$ cat config.mk
export PLATFORM = sky130hd
export DESIGN_NAME = rmed_cell
export DESIGN_NICKNAME = d
export VERILOG_FILES = /design/src/design/rmed_pkg.sv /design/src/design/rmed_cell.sv
export SDC_FILE = /design/constraint.sdc
export NUM_CORES = 1
export LEC_CHECK = 0
export ABC_AREA = 1
export BUFFER_PORTS_ARGS = -buffer_cell sky130_fd_sc_hd__buf_2
export CAP_MARGIN = 20
export CELL_PAD_IN_SITES_DETAIL_PLACEMENT = 0
export CELL_PAD_IN_SITES_GLOBAL_PLACEMENT = 1
export CORE_MARGIN = 8
export CORE_UTILIZATION = 24
export DETAILED_ROUTE_END_ITERATION = 12
export MAX_ROUTING_LAYER = met4
export PLACE_DENSITY = 0.77
export SYNTH_ARGS = -nofsm -noshare
export SYNTH_HDL_FRONTEND = slang
export SYNTH_SLANG_ARGS = --single-unit
export TNS_END_PERCENT = 1
$ cat constraint.sdc
create_clock -name clk -period 2.8 [get_ports clk]
set_input_delay 0 -clock clk [delete_from_list [all_inputs] [get_ports clk]]
set_output_delay 0 -clock clk [all_outputs]
set_load 0.005 [all_outputs]
$ cat src/design/rmed_pkg.sv
// Shared constants and types for the running median block.
package rmed_pkg;

    localparam int CAPACITY   = 1024;
    localparam int SAMPLE_W   = 32;
    localparam int MEDIAN_W   = SAMPLE_W + 1;
    localparam int IDX_W      = $clog2(CAPACITY);
    localparam int CNT_W      = $clog2(CAPACITY + 1);
    localparam int GROUP      = 32;
    localparam int NUM_GROUPS = (CAPACITY + GROUP - 1) / GROUP;

    typedef struct packed {
        logic [SAMPLE_W-1:0] value;
        logic                valid;
        logic                big;
    } cell_link_t;

    typedef struct packed {
        logic [IDX_W-1:0] lo_idx;
        logic [IDX_W-1:0] hi_idx;
    } mid_sel_t;

endpackage

$ cat src/design/rmed_cell.sv
// One sorted cell: holds a value, shifts right on insertion, flags the middle entries.
module rmed_cell (
    input  logic                         clk,
    input  logic                         rst_n,
    input  logic [rmed_pkg::IDX_W-1:0]   cell_idx,
    input  logic                         shift_en,
    input  logic [rmed_pkg::SAMPLE_W-1:0] sample,
    input  rmed_pkg::cell_link_t         left,
    output rmed_pkg::cell_link_t         right,
    input  rmed_pkg::mid_sel_t           sel,
    output logic [rmed_pkg::SAMPLE_W-1:0] lo_lane,
    output logic [rmed_pkg::SAMPLE_W-1:0] hi_lane
);
    import rmed_pkg::*;

    logic [SAMPLE_W-1:0] value_reg;
    logic [SAMPLE_W-1:0] value_next;
    logic                valid_reg;
    logic                valid_next;
    logic                big;

    assign big = !valid_reg || ($signed(value_reg) > $signed(sample));

    always_comb
    begin
        value_next = value_reg;
        valid_next = valid_reg;
        if (shift_en)
        begin
            valid_next = valid_reg | left.valid;
            if (left.big)
                value_next = left.value;
            else if (big)
                value_next = sample;
        end
    end

    always_ff @(posedge clk)
    begin
        value_reg <= value_next;
    end

    always_ff @(posedge clk or negedge rst_n)
    begin
        if (!rst_n)
            valid_reg <= 1'b0;
        else
            valid_reg <= valid_next;
    end

    assign right.value = value_reg;
    assign right.valid = valid_reg;
    assign right.big   = big;

    assign lo_lane = (cell_idx == sel.lo_idx) ? value_reg : '0;
    assign hi_lane = (cell_idx == sel.hi_idx) ? value_reg : '0;

endmodule

==> reports/metrics.cfg, run 1 <==
[power_and_ir_drop]
seq_power_share_pct=40.4
clkPwrFrac_pct=33.5
p_sw_mw=0.4631
combPwrFrac_pct=26.1
internal_power_mw=1.115
totalPowerFinal_mw=1.578
powerDensity_nw_per_um2=374.6
p_leak_nw=2.446
switching_share_pct=29.35
ir_worst_vdd_mv=0.2168

[global_routing]
use_met2_pct=24.09
grtUsageTotal_pct=13.10
grt_use_met1_pct=13.79
grt_max_degree=64
gr-usage-met3_pct=3.687
overflow=0
grt.busiest_layer=met2
antenna_found_initial=0
grt_pass1_wl_um=16550
grt_pass1_vias=3451

[die]
ioPinCount=197
die_w_um=126.5
core-area_um2=11960
std_cell_rows=40
die_y_um=126.5
die_area_um2=16010
start_util_pct=24.52

[placed_design]
dp.cells=721
port_buffers=196
placed_area_um2=4026
hpwl_um=8708
place_congestion=0.9398

[sta]
fin_crit_ns=2.362
tightest_slew_ns=0.5617
max_slew_margin_pct=62.55
maxSlewViolCount=0
clock_skew_ns=0.003361
setup_viol=0
rsz0062_at_grt=false
final.period_utilization_pct=84.34
max_freq_mhz=423.4
setup_tns_ns=0
hold_viol=0

[worst_setup_path]
cp_max_fo=20
cp-startpoint=value_reg[31]
path_common_cell=nand2_1
slowest_delay_ns=0.44
critPathKind=reg -> reg
startpoint_type=register
cp_top_family=simple AND/OR/NAND/NOR gates
r2r-end=value_reg[16]
path_buf_inv=2
reg2regPathDepth=14
end_kind=register
rrSetupSlack_ns=0.44
critical_path_depth=14
path_cells=ha_1 -> nand2_1 -> nor2_1 -> nand2_1 -> nor2_1 -> nand2_1 -> nand2_1 -> nand2_1 -> nand2_1 -> nand2_1 -> nand3_1 -> nand2_1 -> inv_1 -> buf_4
crit_required_ns=2.75
cp_slowest_cell=edfxtp_1
worstReg2RegStart=value_reg[31]
crit_end=value_reg[16]
critPathArrivalTime_ns=2.31

[synth]
synth_cells=388
netlist_top_cells_area=edfxtp_1 (33%), ha_1 (14%), nand2_1 (9.9%), inv_1 (9.5%), nor2_2 (6.4%)
synth_top_area_cell=edfxtp_1
synth_compound_gate_area_share_pct=8.618
syn_nets=519
netlist_area_um2=2933
synth_top_family_by_area=simple AND/OR/NAND/NOR gates
synth_mux_area_share_pct=0
synthXorXnorAreaFrac_pct=5.973
synthSimpleGateAreaFrac_pct=24.96
synth.distinct_cells=20
ys_seq_elements=33
syn_avg_cell_area_um2=7.559
yosys.area_share.adder_pct=13.65
ys_warn_count=0
yosysSeqAreaShare_pct=33.62
synth_top_area_share_pct=32.76

[status]
status=complete, no violations

[clock_tree]
clk_pin_slew_ns=0.05
cts_tree=yes
clock_path_buffers=2
cts_root_buf=clkbuf_16
cts_buffers=5
cts.sinks=33
htreeDepth=2
post_cts_buffers=0
clk_latency_ns=0.27
post_cts_resize_count=0

[finish]
layout_commonest_cell=buf_2
largest_register_ffs=32
synthToLayoutAreaGrowth_pct=43.64
final_cell_count_no_fill=734
num-fill-cells=1270
multi_input_area_um2=1560
nets=717
diodes=0
drive_above_1_share_pct=40.55
fin_area_um2=4213
regArea_um2=985.9
final_cell_mix=buf_2 (196), nand2_1 (77), inv_1 (74)

[flow_run]
drv_cap=0

[routing]
drt_iter0_markers=74
post_drt_wl_per_cell_um=14.13
firstDrtPassIters=4
ant_nets=0
via_per_inst=4.262
dr_total_vias=3128
drc=0
wl_um=10370

[min_path]
hold_path_class=in -> reg

[power by group through the flow]
stage                     clock network (mW)  logic, mW  registers [mW]
final                                  0.528      0.412           0.638
after global routing                   0.564      0.479           0.645
after CTS                              0.554      0.422           0.639
after detailed placement                   0      0.415           0.649
after global placement                     0      0.409           0.645
after floorplan                            0      0.225           0.646
[worst register-to-register path, stage by stage, from the launching register on]
cell and delay (ns):
edfxtp_1 0.44, ha_1 0.38, nand2_1 0.09, nor2_1 0.13
nand2_1 0.09, nor2_1 0.16, nand2_1 0.09, nand2_1 0.06
nand2_1 0.04, nand2_1 0.05, nand2_1 0.06, nand3_1 0.06
nand2_1 0.05, inv_1 0.06, buf_4 0.27
[metrics by stage]
stage	worst slack, ns	hold WS, ns	utilization [%]
floorplan	0.2782	-0.2956	-
global placement	0.3658	-0.2243	33.66
detailed placement	0.3465	-0.2235	33.66
CTS	0.3346	0.001380	35.22
global route	0.1390	0.006962	35.22
finish	0.4384	0.008355	35.22
[kinds of logic (layout without fill, tap and decap cells)]
group / count (synthesis) / count (layout)
buffers and inverters: 89 / 288
flip-flops: 33 / 33
adder cells (fa/ha/maj): 32 / 32
XOR/XNOR: 20 / 20
AND/OR/NAND/NOR: 165 / 165
AO/OA/AOI/OAI: 49 / 49
[routing by layer]
layer / vias to the layer above / share of wire, %
met4: 0 / 0.47
met3: 4 / 7.1
li1: 1606 / -
met1: 1397 / 42
met5: - / 0
met2: 121 / 51
[layout make-up]
class	instances	share of cell area, %
clock buffer	8	3.237
inverter	74	6.593
multi-input combinational	266	37.04
sequential	33	23.40
tap	147	4.366
timing repair buffer	206	25.36
[worst min-delay path by stage]
| stage | to | startpoint | depth (start not counted) | slack [ns] |
|---|---|---|---|---|
| after floorplan | valid_reg | rst_n | 0 | -0.30 |
| after CTS | value_reg[6] | left[8] | 3 | 0.001 |
| after global routing | value_reg[27] | left[29] | 3 | 0.007 |
| after global placement | valid_reg | rst_n | 1 | -0.22 |
| final | value_reg[30] | left[32] | 3 | 0.008 |
| after detailed placement | valid_reg | rst_n | 1 | -0.22 |
[what timing repair did]
item / CTS / global route
setup endpoints to repair: 0 / 0
hold buffers: 5 / 0
endpoints found under the hold margin: 4 / 0
[Yosys cell counts]
master,instances
a21o_1,2
a21oi_1,13
buf_4,2
buf_6,6
clkbuf_1,7
dfrtp_1,1
edfxtp_1,32
ha_1,32
inv_1,74
nand2_1,77
nand3_1,4
nand4_1,2
nand4_2,2
nor2_1,46
nor2_2,30
nor4_1,4
o21a_1,1
o21ai_0,33
xnor2_1,4
xor2_1,16
No activity file was read; power rests on OpenSTA's default activity.
==> inputs of run 2 (changes only) <==
==> constraint.sdc (replaced) <==
create_clock -name clk -period 2.36 [get_ports clk]
set_input_delay 0 -clock clk [delete_from_list [all_inputs] [get_ports clk]]
set_output_delay 0 -clock clk [all_outputs]
set_load 0.005 [all_outputs]
==> reports/metrics.cfg, run 2 (same netlist as run 1, synthesis figures left out) <==
[status]
status=complete, no violations

[routing]
post_drt_wl_per_cell_um=13.45
wl_um=10170
drt_iter0_markers=67
firstDrtPassIters=4
dr_total_vias=3134
drc=0
via_per_inst=4.146
ant_nets=0

[finish]
diodes=0
synthToLayoutAreaGrowth_pct=53.11
layout_commonest_cell=buf_2
largest_register_ffs=32
final_cell_mix=buf_2 (196), nand2_1 (74), inv_1 (73)
drive_above_1_share_pct=44.50
nets=739
final_cell_count_no_fill=756
fin_util_pct=37.54
num-fill-cells=1273
fin_area_um2=4491

[worst_setup_path]
critPathKind=reg -> reg
path_common_cell=nand2_1
cp_max_fo=6
critPathArrivalTime_ns=2.34
reg2regPathDepth=16
end_kind=register
crit_required_ns=2.40
cp_slowest_cell=edfxtp_1
startpoint_type=register
slowest_delay_ns=0.43
path_cells=ha_1 -> nand2_1 -> inv_1 -> nand2_1 -> nand2_1 -> nand2_1 -> nand3_1 -> a21oi_2 -> nand2_1 -> nand2_1 -> nand2_1 -> nand2_2 -> nand3_2 -> nand2_2 -> clkinvlp_4 -> clkbuf_16

[sta]
setup_viol=0
fin_crit_ns=2.299
final.period_utilization_pct=97.42
maxSlewViolCount=0
setup_tns_ns=0
clock_skew_ns=0.006153
hold_viol=0
rsz0062_at_grt=true
max_slew_margin_pct=63.14
tightest_slew_ns=0.5530
max_freq_mhz=435.0

[clock_tree]
htreeDepth=2
cts_root_buf=clkbuf_16
clk_pin_slew_ns=0.05
cts.sinks=33
clock_path_buffers=2
clk_latency_ns=0.27
cts_tree=yes
cts_buffers=5

[placed_design]
dp.cells=728
place_congestion=0.9227
hpwl_um=8568
port_buffers=196
placed_area_um2=4136

[die]
std_cell_rows=40
ioPinCount=197
die_area_um2=16010
die_w_um=126.5
die_y_um=126.5
core-area_um2=11960
start_util_pct=24.52

[power_and_ir_drop]
powerDensity_nw_per_um2=433.6
totalPowerFinal_mw=1.947
ir_worst_vdd_mv=0.2471
p_leak_nw=2.571

[global_routing]
antenna_found_initial=0
grt_pass1_vias=3405
use_met2_pct=22.33
gr-usage-met3_pct=3.226
overflow=0
grt.busiest_layer=met2
grt_use_met1_pct=14.45
grt_pass1_wl_um=16260
grtUsageTotal_pct=12.77
grt_max_degree=41

[min_path]
holdPathStages=3
hold_path_class=in -> reg

[flow_run]
drv_cap=0

[run 2: cell count changes in the layout (fill, tap and decap cells not counted), sizes merged]
| cell | previous run | this run |
|---|---|---|
| buf | 201 | 221 |
| clkinv | 0 | 1 |
| clkinvlp | 0 | 1 |
| dlygate4sd3 | 5 | 6 |
| inv | 74 | 73 |
[run 2: area by class of cell]
class,instances,area [um^2],area share [%]
tap,147,183.9,4.096
inverter,74,281.5,6.269
clock inverter,1,5.005,0.1115
timing repair buffer,228,1291,28.75
clock buffer,7,132.6,2.953
sequential,33,985.9,21.96
multi-input combinational,266,1610,35.86
[run 2: metal layers]
layer / part of all wire [%] / wire (um)
met5: 0 / 0
met4: 0.91 / 93
met3: 7.5 / 762
met2: 48 / 4896
met1: 43 / 4413
[run 2: worst paths after layout]
check	startpoint	to	slack, ns
worst max register to register	value_reg[18]	value_reg[1]	0.06
worst max-delay path	value_reg[18]	value_reg[1]	0.06
min in group asynchronous	rst_n	valid_reg	0.04
worst min register to register	valid_reg	value_reg[9]	1.02
worst min-delay path	left[20]	value_reg[18]	0.006
max in group asynchronous	rst_n	valid_reg	2.24
[run 2: critical path, delay by kind of cell, from the launching register on]
| kind | cells | cell delay (ns) |
|---|---|---|
| adders and majority gates | 1 | 0.31 |
| and+or+nand+nor | 11 | 0.71 |
| AOI/OAI and AO/OA | 1 | 0.15 |
| buffers and inverters | 3 | 0.46 |
| DFF | 1 | 0.43 |
[run 2: timing repair]
action / in CTS / in global routing
gates cloned: 0 / 1
gates resized for setup: 2 / 7
buffers inserted: 2 / 11
hold buffers: 6 / 0
hold endpoints to repair: 5 / 0
pin swaps: 0 / 11
setup endpoints to repair: 32 / 32
[run 2: power breakdown]
part	switching [mW]	internal [mW]	total [mW]
sequential	0.0350	0.714	0.749
combinational	0.299	0.281	0.580
clock	0.228	0.389	0.618
[run 2: through the flow]
stage	hold WS, ns	setup WS [ns]
floorplan	-0.2956	0.007049
global placement	-0.2247	0.004968
detailed placement	-0.2248	-0.01066
CTS	0.00002479	0.007573
global route	0.01733	-0.1319
finish	0.006317	0.06093
